### config.mk
export PLATFORM = sky130hd
export DESIGN_NAME = sei_caption_pair_extractor
export DESIGN_NICKNAME = d
export VERILOG_FILES = /design/src/hw/rtl/sei_cc_pkg.sv /design/src/hw/rtl/sei_cc_parse.sv /design/src/hw/rtl/sei_cc_queue.sv /design/src/hw/rtl/sei_cc_emit.sv /design/src/hw/rtl/sei_caption_pair_extractor.sv
export SDC_FILE = /design/constraint.sdc
export NUM_CORES = 1
export LEC_CHECK = 0
export BUFFER_PORTS_ARGS = -buffer_cell sky130_fd_sc_hd__buf_2
export CAP_MARGIN = 0
export CELL_PAD_IN_SITES_DETAIL_PLACEMENT = 1
export CELL_PAD_IN_SITES_GLOBAL_PLACEMENT = 2
export CORE_MARGIN = 2
export CORE_UTILIZATION = 35
export CTS_CLUSTER_SIZE = 12
export DETAILED_ROUTE_END_ITERATION = 7
export PLACE_DENSITY = 0.78
export SLEW_MARGIN = 5
export SYNTH_ARGS = -nofsm -noshare
export SYNTH_HDL_FRONTEND = slang
export SYNTH_SLANG_ARGS = --single-unit
### constraint.sdc
create_clock -name clk -period 5.5 [get_ports clk]
set_input_delay 0.275 -clock clk [delete_from_list [all_inputs] [get_ports clk]]
set_output_delay 0.275 -clock clk [all_outputs]
set_load 0.02 [all_outputs]
### src/hw/rtl/sei_cc_pkg.sv
// Shared types and constants for the SEI caption pair extractor.
// Depends on nothing.
`timescale 1ns / 1ps

package sei_cc_pkg;

  localparam int ChannelCount = 4;
  localparam int QueueDepth   = 4;

  localparam logic [1:0] KIND_PAIR    = 2'd0;
  localparam logic [1:0] KIND_SUMMARY = 2'd1;
  localparam logic [1:0] KIND_MARKER  = 2'd2;

  typedef struct packed {
    logic [1:0] result_kind;
    logic       pair_type;
    logic [6:0] first_char;
    logic [6:0] second_char;
    logic       channel_known;
    logic [1:0] channel;
    logic       new_track;
    logic [1:0] track_index;
    logic       track_added;
    logic       last_of_unit;
  } result_t;

  // Request passed from the parser to the back end (up to two results).
  typedef struct packed {
    logic    has_a;
    result_t res_a;
    logic    has_b;
    result_t res_b;
  } req_t;

endpackage

### src/hw/rtl/sei_cc_parse.sv
// Front end: byte parser of the SEI NAL unit and caption track assignment.
// Depends on sei_cc_pkg.
`timescale 1ns / 1ps

module sei_cc_parse #(
  parameter int CHANNEL_COUNT = sei_cc_pkg::ChannelCount
) (
  input  logic               clk,
  input  logic               rst_n,
  input  logic               byte_valid,
  input  logic [7:0]         data_byte,
  input  logic               first_byte,
  input  logic [15:0]        unit_length,
  output logic               req_valid,
  output sei_cc_pkg::req_t   req
);

  localparam logic [3:0] PH_IDLE  = 4'd0;
  localparam logic [3:0] PH_TYPE  = 4'd1;
  localparam logic [3:0] PH_SIZE  = 4'd2;
  localparam logic [3:0] PH_SKIP  = 4'd3;
  localparam logic [3:0] PH_HDR   = 4'd4;
  localparam logic [3:0] PH_FLAGS = 4'd5;
  localparam logic [3:0] PH_EM    = 4'd6;
  localparam logic [3:0] PH_TRIP0 = 4'd7;
  localparam logic [3:0] PH_TRIP1 = 4'd8;
  localparam logic [3:0] PH_TRIP2 = 4'd9;
  localparam logic [3:0] PH_DRAIN = 4'd10;
  localparam int TW = $clog2(CHANNEL_COUNT + 1);

  logic [3:0]  phase_r, phase_nxt;
  logic [15:0] bytes_left_r, bytes_left_nxt;
  logic [15:0] kind_sum_r, kind_sum_nxt;
  logic [15:0] pay_left_r, pay_left_nxt;
  logic [63:0] hdr_r, hdr_nxt;
  logic [4:0]  pairs_r, pairs_nxt;
  logic [15:0] tbuf_r, tbuf_nxt;
  logic [CHANNEL_COUNT-1:0] map_set_r, map_set_nxt;
  logic [1:0]  map_trk_r [CHANNEL_COUNT];
  logic [1:0]  map_trk_nxt [CHANNEL_COUNT];
  logic [TW-1:0] found_r, found_nxt;
  logic        added_r, added_nxt;
  logic        req_valid_nxt;
  sei_cc_pkg::req_t req_nxt;

  logic [16:0] sum_k, sum_p;
  logic [15:0] len1, bl_dec, pl_dec;
  logic [7:0]  lead;
  logic [6:0]  d1, d2;
  logic [1:0]  ch;
  logic        emit;
  logic        has_b;
  sei_cc_pkg::result_t r0, r1;

  always_comb begin
    phase_nxt = phase_r;
    bytes_left_nxt = bytes_left_r;
    kind_sum_nxt = kind_sum_r;
    pay_left_nxt = pay_left_r;
    hdr_nxt = hdr_r;
    pairs_nxt = pairs_r;
    tbuf_nxt = tbuf_r;
    map_set_nxt = map_set_r;
    map_trk_nxt = map_trk_r;
    found_nxt = found_r;
    added_nxt = added_r;
    emit = 1'b0;
    r0 = '0;
    r1 = '0;
    has_b = 1'b0;
    len1 = (unit_length == 16'd0) ? 16'd1 : unit_length;
    bl_dec = bytes_left_r - 16'd1;
    pl_dec = pay_left_r - 16'd1;
    sum_k = {1'b0, kind_sum_r} + {9'd0, data_byte};
    sum_p = {1'b0, pay_left_r} + {9'd0, data_byte};
    lead = tbuf_r[15:8];
    d1 = tbuf_r[6:0];
    d2 = data_byte[6:0];
    ch = {lead[0], (d1 >= 7'h18)};
    if (byte_valid && first_byte) begin
      emit = 1'b1;
      bytes_left_nxt = len1 - 16'd1;
      added_nxt = 1'b0;
      kind_sum_nxt = '0;
      pay_left_nxt = '0;
      if (data_byte[4:0] == 5'd6) begin
        phase_nxt = (bytes_left_nxt >= 16'd2) ? PH_TYPE : PH_DRAIN;
      end else begin
        phase_nxt = PH_DRAIN;
      end
    end else if (byte_valid && phase_r != PH_IDLE && bytes_left_r != 16'd0) begin
      emit = 1'b1;
      bytes_left_nxt = bl_dec;
      case (phase_r)
        PH_TYPE: begin
          kind_sum_nxt = sum_k[16] ? 16'hFFFF : sum_k[15:0];
          if (data_byte != 8'hFF) phase_nxt = PH_SIZE;
        end
        PH_SIZE: begin
          pay_left_nxt = sum_p[16] ? 16'hFFFF : sum_p[15:0];
          if (data_byte != 8'hFF) begin
            if (pay_left_nxt > bl_dec) begin
              phase_nxt = PH_DRAIN;
            end else if (kind_sum_r == 16'd4 && pay_left_nxt > 16'd8) begin
              hdr_nxt = '0;
              tbuf_nxt = '0;
              phase_nxt = PH_HDR;
            end else if (pay_left_nxt == 16'd0) begin
              kind_sum_nxt = '0;
              phase_nxt = (bl_dec >= 16'd2) ? PH_TYPE : PH_DRAIN;
            end else begin
              phase_nxt = PH_SKIP;
            end
          end
        end
        PH_SKIP: begin
          pay_left_nxt = pl_dec;
          if (pl_dec == 16'd0) begin
            kind_sum_nxt = '0;
            phase_nxt = (bl_dec >= 16'd2) ? PH_TYPE : PH_DRAIN;
          end
        end
        PH_HDR: begin
          hdr_nxt = {hdr_r[55:0], data_byte};
          pay_left_nxt = pl_dec;
          tbuf_nxt = tbuf_r + 16'd1;
          if (tbuf_nxt >= 16'd8) begin
            tbuf_nxt = '0;
            if (hdr_nxt[63:56] == 8'hB5 && hdr_nxt[55:40] == 16'h0031 &&
                hdr_nxt[39:8] == 32'h47413934 && hdr_nxt[7:0] == 8'h03 &&
                pl_dec > 16'd2) begin
              phase_nxt = PH_FLAGS;
            end else if (pl_dec == 16'd0) begin
              kind_sum_nxt = '0;
              phase_nxt = (bl_dec >= 16'd2) ? PH_TYPE : PH_DRAIN;
            end else begin
              phase_nxt = PH_SKIP;
            end
          end
        end
        PH_FLAGS: begin
          pay_left_nxt = pl_dec;
          tbuf_nxt = {15'd0, data_byte[6]};
          pairs_nxt = data_byte[4:0];
          phase_nxt = PH_EM;
        end
        PH_EM: begin
          pay_left_nxt = pl_dec;
          if (tbuf_r[0]) begin
            phase_nxt = (pairs_r == 5'd0 || pl_dec < 16'd3) ? PH_DRAIN : PH_TRIP0;
          end else if (pl_dec == 16'd0) begin
            kind_sum_nxt = '0;
            phase_nxt = (bl_dec >= 16'd2) ? PH_TYPE : PH_DRAIN;
          end else begin
            phase_nxt = PH_SKIP;
          end
        end
        PH_TRIP0: begin
          pay_left_nxt = pl_dec;
          tbuf_nxt = {8'd0, data_byte};
          if (data_byte[7:3] != 5'h1F) begin
            r0.result_kind = sei_cc_pkg::KIND_MARKER;
            has_b = 1'b1;
          end
          phase_nxt = PH_TRIP1;
        end
        PH_TRIP1: begin
          pay_left_nxt = pl_dec;
          tbuf_nxt = {tbuf_r[7:0], data_byte};
          phase_nxt = PH_TRIP2;
        end
        PH_TRIP2: begin
          pay_left_nxt = pl_dec;
          if (lead[2] && !lead[1] && !(d1 < 7'h10 && d2 < 7'h10)) begin
            has_b = 1'b1;
            r0.result_kind = sei_cc_pkg::KIND_PAIR;
            r0.pair_type = lead[0];
            r0.first_char = d1;
            r0.second_char = d2;
            if (d1[6:4] == 3'b001) begin
              r0.channel_known = 1'b1;
              r0.channel = ch;
              if (!map_set_r[ch]) begin
                map_set_nxt[ch] = 1'b1;
                map_trk_nxt[ch] = found_r[1:0];
                if (found_r < TW'(CHANNEL_COUNT)) found_nxt = found_r + TW'(1);
                added_nxt = 1'b1;
                r0.new_track = 1'b1;
                r0.track_index = found_r[1:0];
              end else begin
                r0.track_index = map_trk_r[ch];
              end
            end
          end
          pairs_nxt = pairs_r - 5'd1;
          phase_nxt = (pairs_nxt == 5'd0 || pl_dec < 16'd3) ? PH_DRAIN : PH_TRIP0;
        end
        default: begin
        end
      endcase
    end
    r1.result_kind = sei_cc_pkg::KIND_SUMMARY;
    r1.track_added = added_nxt;
    r1.last_of_unit = 1'b1;
    req_nxt = '0;
    req_valid_nxt = 1'b0;
    if (emit && bytes_left_nxt == 16'd0) begin
      phase_nxt = PH_IDLE;
      req_valid_nxt = 1'b1;
      if (has_b) begin
        req_nxt.has_a = 1'b1;
        req_nxt.res_a = r0;
        req_nxt.has_b = 1'b1;
        req_nxt.res_b = r1;
      end else begin
        req_nxt.has_a = 1'b1;
        req_nxt.res_a = r1;
      end
    end else if (emit && has_b) begin
      req_valid_nxt = 1'b1;
      req_nxt.has_a = 1'b1;
      req_nxt.res_a = r0;
    end
  end

  always_ff @(posedge clk) begin
    if (!rst_n) begin
      phase_r <= PH_IDLE;
      bytes_left_r <= '0;
      kind_sum_r <= '0;
      pay_left_r <= '0;
      hdr_r <= '0;
      pairs_r <= '0;
      tbuf_r <= '0;
      map_set_r <= '0;
      found_r <= '0;
      added_r <= 1'b0;
      req_valid <= 1'b0;
    end else begin
      phase_r <= phase_nxt;
      bytes_left_r <= bytes_left_nxt;
      kind_sum_r <= kind_sum_nxt;
      pay_left_r <= pay_left_nxt;
      hdr_r <= hdr_nxt;
      pairs_r <= pairs_nxt;
      tbuf_r <= tbuf_nxt;
      map_set_r <= map_set_nxt;
      found_r <= found_nxt;
      added_r <= added_nxt;
      req_valid <= req_valid_nxt;
    end
  end

  always_ff @(posedge clk) begin
    map_trk_r <= map_trk_nxt;
    req <= req_nxt;
  end

`ifndef SYNTHESIS
  a_found_bound: assert property (@(posedge clk) disable iff (!rst_n)
    found_r <= TW'(CHANNEL_COUNT)) else $error("track count overflow");
  a_map_count: assert property (@(posedge clk) disable iff (!rst_n)
    $countones(map_set_r) == int'(found_r)) else $error("map and count disagree");
  a_idle_clear: assert property (@(posedge clk) disable iff (!rst_n)
    phase_r == PH_IDLE |-> bytes_left_r == 16'd0) else $error("idle with bytes left");
`endif

endmodule

### src/hw/rtl/sei_cc_queue.sv
// Request queue between parser and output, with flow-control credit.
// Depends on sei_cc_pkg.
`timescale 1ns / 1ps

module sei_cc_queue #(
  parameter int DEPTH = sei_cc_pkg::QueueDepth
) (
  input  logic             clk,
  input  logic             rst_n,
  input  logic             wr_en,
  input  sei_cc_pkg::req_t wr_req,
  output logic             room,
  output logic             rd_valid,
  output sei_cc_pkg::req_t rd_req,
  input  logic             rd_en
);

  localparam int AW = $clog2(DEPTH);

  sei_cc_pkg::req_t mem_r [DEPTH];
  logic [AW-1:0] wp_r, rp_r;
  logic [AW:0]   cnt_r;

  // Two slots reserved: the request in the parser register and the one the
  // byte accepted now may make.
  assign room = (int'(cnt_r) + 2) <= DEPTH;
  assign rd_valid = cnt_r != '0;
  assign rd_req = mem_r[rp_r];

  always_ff @(posedge clk) begin
    if (wr_en) mem_r[wp_r] <= wr_req;
  end

  always_ff @(posedge clk) begin
    if (!rst_n) begin
      wp_r <= '0;
      rp_r <= '0;
      cnt_r <= '0;
    end else begin
      if (wr_en) wp_r <= wp_r + AW'(1);
      if (rd_en) rp_r <= rp_r + AW'(1);
      cnt_r <= cnt_r + (AW+1)'(wr_en) - (AW+1)'(rd_en);
    end
  end

`ifndef SYNTHESIS
  a_no_overflow: assert property (@(posedge clk) disable iff (!rst_n)
    wr_en |-> int'(cnt_r) < DEPTH) else $error("queue overflow");
  a_no_underflow: assert property (@(posedge clk) disable iff (!rst_n)
    rd_en |-> rd_valid) else $error("queue underflow");
  a_cnt_bound: assert property (@(posedge clk) disable iff (!rst_n)
    int'(cnt_r) <= DEPTH) else $error("count out of range");
`endif

endmodule

### src/hw/rtl/sei_cc_emit.sv
// Back end: splits a request into one or two results on the output channel.
// Depends on sei_cc_pkg.
`timescale 1ns / 1ps

module sei_cc_emit (
  input  logic                clk,
  input  logic                rst_n,
  input  logic                q_valid,
  input  sei_cc_pkg::req_t    q_req,
  output logic                q_pop,
  output logic                out_valid,
  input  logic                out_ready,
  output sei_cc_pkg::result_t out_res
);

  logic second_r;

  assign out_valid = q_valid;
  assign out_res = second_r ? q_req.res_b : q_req.res_a;
  assign q_pop = q_valid && out_ready && (second_r || !q_req.has_b);

  always_ff @(posedge clk) begin
    if (!rst_n) begin
      second_r <= 1'b0;
    end else if (q_valid && out_ready) begin
      second_r <= !second_r && q_req.has_b;
    end
  end

`ifndef SYNTHESIS
  a_second_needs_b: assert property (@(posedge clk) disable iff (!rst_n)
    second_r |-> q_valid && q_req.has_b) else $error("second half without request");
  a_pop_clears: assert property (@(posedge clk) disable iff (!rst_n)
    q_pop |=> !second_r) else $error("phase not cleared");
  a_has_a: assert property (@(posedge clk) disable iff (!rst_n)
    q_valid |-> q_req.has_a) else $error("empty request queued");
`endif

endmodule

### src/hw/rtl/sei_caption_pair_extractor.sv
// Results pass through the parser request register and then the request queue.
// Throughput: one byte per cycle while in_ready is high; a byte yielding two results
// puts them on the output one after the other, absorbed by a 4-entry request queue
// (in_ready drops while fewer than two entries are free).
// Reset: synchronous active-low rst_n; parse idle, track map cleared, queue empty.
// Top level; uses sei_cc_pkg, sei_cc_parse, sei_cc_queue, sei_cc_emit.
`timescale 1ns / 1ps

module sei_caption_pair_extractor #(
  parameter int CHANNEL_COUNT = sei_cc_pkg::ChannelCount,
  parameter int QUEUE_DEPTH   = sei_cc_pkg::QueueDepth
) (
  input  logic        clk,
  input  logic        rst_n,
  input  logic        in_valid,
  output logic        in_ready,
  input  logic [7:0]  in_data_byte,
  input  logic        in_first_byte,
  input  logic [15:0] in_unit_length,
  output logic        out_valid,
  input  logic        out_ready,
  output logic [1:0]  out_result_kind,
  output logic        out_pair_type,
  output logic [6:0]  out_first_char,
  output logic [6:0]  out_second_char,
  output logic        out_channel_known,
  output logic [1:0]  out_channel,
  output logic        out_new_track,
  output logic [1:0]  out_track_index,
  output logic        out_track_added,
  output logic        out_last_of_unit
);

  logic room, pv, qv, pop;
  sei_cc_pkg::req_t preq, qreq;
  sei_cc_pkg::result_t res;

  // room already counts the request that may sit in the parser register
  assign in_ready = room;

  sei_cc_parse #(.CHANNEL_COUNT(CHANNEL_COUNT)) u_parse (
    .clk(clk), .rst_n(rst_n), .byte_valid(in_valid && in_ready),
    .data_byte(in_data_byte), .first_byte(in_first_byte),
    .unit_length(in_unit_length), .req_valid(pv), .req(preq)
  );

  sei_cc_queue #(.DEPTH(QUEUE_DEPTH)) u_queue (
    .clk(clk), .rst_n(rst_n), .wr_en(pv), .wr_req(preq), .room(room),
    .rd_valid(qv), .rd_req(qreq), .rd_en(pop)
  );

  sei_cc_emit u_emit (
    .clk(clk), .rst_n(rst_n), .q_valid(qv), .q_req(qreq), .q_pop(pop),
    .out_valid(out_valid), .out_ready(out_ready), .out_res(res)
  );

  assign out_result_kind   = res.result_kind;
  assign out_pair_type     = res.pair_type;
  assign out_first_char    = res.first_char;
  assign out_second_char   = res.second_char;
  assign out_channel_known = res.channel_known;
  assign out_channel       = res.channel;
  assign out_new_track     = res.new_track;
  assign out_track_index   = res.track_index;
  assign out_track_added   = res.track_added;
  assign out_last_of_unit  = res.last_of_unit;

endmodule
==> summary.txt <==
Mapped Area: 15600 um^2
Max cap viols: 0
Area growth syn-to-layout: 12.3%
Gr usage total: 20.3%
Crit. End Element: flop
Setup TNS: 0 ns
RR Endpoint: u_parse.kind_sum_r[11]
Clock slew at reported path FFs: 0.06 ns
Fmax: 203 MHz
Top_reg_cell synth: dfxtp_1
Critical Path Fanout Max: 14
Avg Inst Size Synth: 9.50 um^2
P per Cell Area: 354 nW/um^2
ANT nets after route: 0
Total number of vias: 13100
Yosys warnings: 0
Rows: 77
Final cell count without fillers: 2274
Area of the multi-input gates: 8140 um^2
Seq cells post-synth: 286
CTS buffer count: 34
WL final: 47100 um
Boundary Pins: 56
Die width: 215 um
Mapped Nets: 1726
Min-delay worst type: input port to flop
Clock period minus worst slack: 4.93 ns
CP Data Arrival Time: 5.35 ns
Post-synth EDFFs: 112
DRC viols: 0
RSZ-0062 raised after global routing: no
Die Span Y: 215 um
Nets@finish: 1742
Remaining global-route overflow: 0
Initial antenna violation count: 0
Relative slew slack: 21.5%
Synth unique cells: 95
Vias in the first global route: 13200
Die area: 46200 um^2
Routability Congestion: 0.840
Root Buffer: clkbuf_16
Async SR Flop Fraction: 0%
FF-to-FF path depth: 17
R2R Setup Slk: 0.57 ns
Post-Synthesis Cells: 1641
Final hold viol count: 0
Num Clock Sinks: 286
Maximum vdd drop: 0.232 mV
DR pass1 iterations: 5
Storage element area: 6850 um^2
First-pass GRT wire length: 75900 um
# Post-CTS Setup Buffers: 0
Ant. Diodes: 0
Tot Pwr: 6190 uW
Starting DRT DRC Count: 815
Placed Area: 16400 um^2
Commonest non-fill, non-tap cell in the layout: dfxtp_1
Initial Util: 35.3%
Clk buf depth: 3
Outcome: finished, final reports clean
Startpoint types: flop
Worst Setup Path Type: flop to flop
Final setup margin: 0.569 ns
Port Buffers: 55
Avg WL per Cell: 20.7 um
Fin. max-slew vios: 0
Hold buffer count at CTS: 0
WP data required: 5.92 ns
Fin area: 17500 um^2
Most frequent cells in the layout: 173 x dfxtp_1, 169 x nand2_1, 147 x nor2_1, 126 x a21oi_1, 112 x edfxtp_1
Hold_sp: out_ready
Leak: 0.00586 uW
Setup Viol. Count Final: 0
Fin crit share: 89.6%
Dpl hpwl: 33200 um
Fill count: 5045
Post-CTS sizing: 0
Hold Crit Depth: 3
Pre-CTS setup slack: 0.623 ns
H-tree depth: 2
Core Region: 44100 um^2
Worst-skew pair later-pin latency: 0.55 ns
Fraction of layout cells with a size suffix above 1: 12.8%
Placed insts: 2213
Clock tree from TritonCTS: done
Worst-Margin Slew: 1.17 ns
Largest net degree at the start of global routing: 113
Sequential-to-total area share from yosys stat: 43.9%
Final setup skew: 0.0166 ns
Worst Hold Path EP: u_emit.second_r
Via/cell ratio: 5.74
Start of the worst register-to-register path: u_parse.pay_left_r[0]
cells in the mapped netlist (all sizes together), types with 6 or more instances:
cell	count	area (um^2)
a31oi	14	87.6
nor4	19	131
mux2i	12	120
nor3b	8	60.1
o31ai	7	52.6
xor2	20	175
clkbuf	89	337
and4	6	52.6
o21ai	82	440
nand2b	14	87.6
or4	8	67.6
nand3b	6	45.0
nand2	170	641
a21oi	130	666
nand4	30	194
ha	53	663
nor4b	11	96.3
edfxtp	112	3360
buf	19	140
a311oi	58	508
a21o	6	45.0
mux4	29	653
a211oi	32	245
or2	9	56.3
nor3	57	302
inv	42	158
dfxtp	174	3480
or3	11	73.8
and2	44	278
a32oi	14	123
xnor2	36	315
nand4b	8	70.1
and3	19	119
a2111oi	8	70.1
o211ai	12	95.1
nor2	150	566
nand3	36	193
flip-flops by register name (all words and copies together) (netlist names), 2 cells and up, named ones only:
signal	flops
u_queue.cnt_r	3
u_queue.mem_r	104
u_parse.kind_sum_r	16
u_parse.pairs_r	5
u_parse.found_r	3
u_parse.tbuf_r	16
u_parse.phase_r	4
u_parse.req	26
u_parse.map_set_r	4
u_parse.hdr_r	56
u_queue.rp_r	2
u_parse.map_trk_r	8
u_parse.bytes_left_r	16
u_parse.pay_left_r	16
u_queue.wp_r	2
stage by stage:
step | util [%] | hold slack, ns
global route | 39.7 | 0.0401
detailed placement | 37.2 | 0.458
floorplan | - | 0.397
finish | 39.7 | 0.0374
CTS | 39.7 | 0.00825
global placement | 37.2 | 0.446
cells by family after synthesis:
group,after synthesis,synth area share [%]
simple gates,621,20.3
compound gates,429,18.8
flops,286,43.9
buf+inv,150,4.07
xor+xnor,56,3.15
fa+ha+maj,56,4.64
mux,43,5.11
report_power, final:
| part | internal [uW] | total [uW] | leakage, uW | switching (uW) |
|---|---|---|---|---|
| combinational | 607 | 1680 | 0.00291 | 1070 |
| clock | 1250 | 2160 | 0.000513 | 912 |
| sequential | 2240 | 2350 | 0.00243 | 113 |
| total | 4090 | 6190 | 0.00586 | 2090 |
cell type report:
| class | instances | share of cell area [%] |
|---|---|---|
| clock buffer | 51 | 5.40 |
| clock inverter | 10 | 0.679 |
| multi-input combinational | 1205 | 46.5 |
| inverter | 42 | 0.908 |
| sequential | 286 | 39.1 |
| tap | 592 | 4.23 |
| timing repair buffer | 88 | 3.13 |
worst max path at each step:
stage                                     start                endpoint  slack (ns)  cells past startpoint
after floorplan           u_parse.pay_left_r[0]   u_parse.kind_sum_r[1]        1.18                     19
after global placement          in_data_byte[4]  u_parse.kind_sum_r[11]        0.74                     18
after detailed placement  u_parse.pay_left_r[0]  u_parse.kind_sum_r[11]        0.62                     17
after CTS                 u_parse.pay_left_r[0]  u_parse.kind_sum_r[11]        0.60                     17
after global routing      u_parse.pay_left_r[0]      u_parse.phase_r[0]        0.13                     17
final                     u_parse.pay_left_r[0]  u_parse.kind_sum_r[11]        0.57                     17
routing by layer:
layer	up-vias	wire length, um	track usage, %
li1	6225	-	-
met1	6540	22600	28.8
met2	235	22000	32.9
met3	50	1720	2.53
met4	0	744	4.83
met5	-	0	0
worst max-delay path, stage by stage, from the launching register on:
cell	delay [ns]
dfxtp_1	0.40
ha_1	0.27
fa_1	0.42
a211oi_1	0.38
nor3_2	0.17
o21ai_0	0.30
mux2i_1	0.36
inv_1	0.09
ha_1	0.28
nand2_1	0.07
nor3_1	0.25
nand4_1	0.15
or3_1	0.40
and2_1	0.25
a221o_1	0.38
a21oi_2	0.14
and2_4	0.33
o211ai_1	0.13
Note: power is estimated with default switching activity, not from simulation.
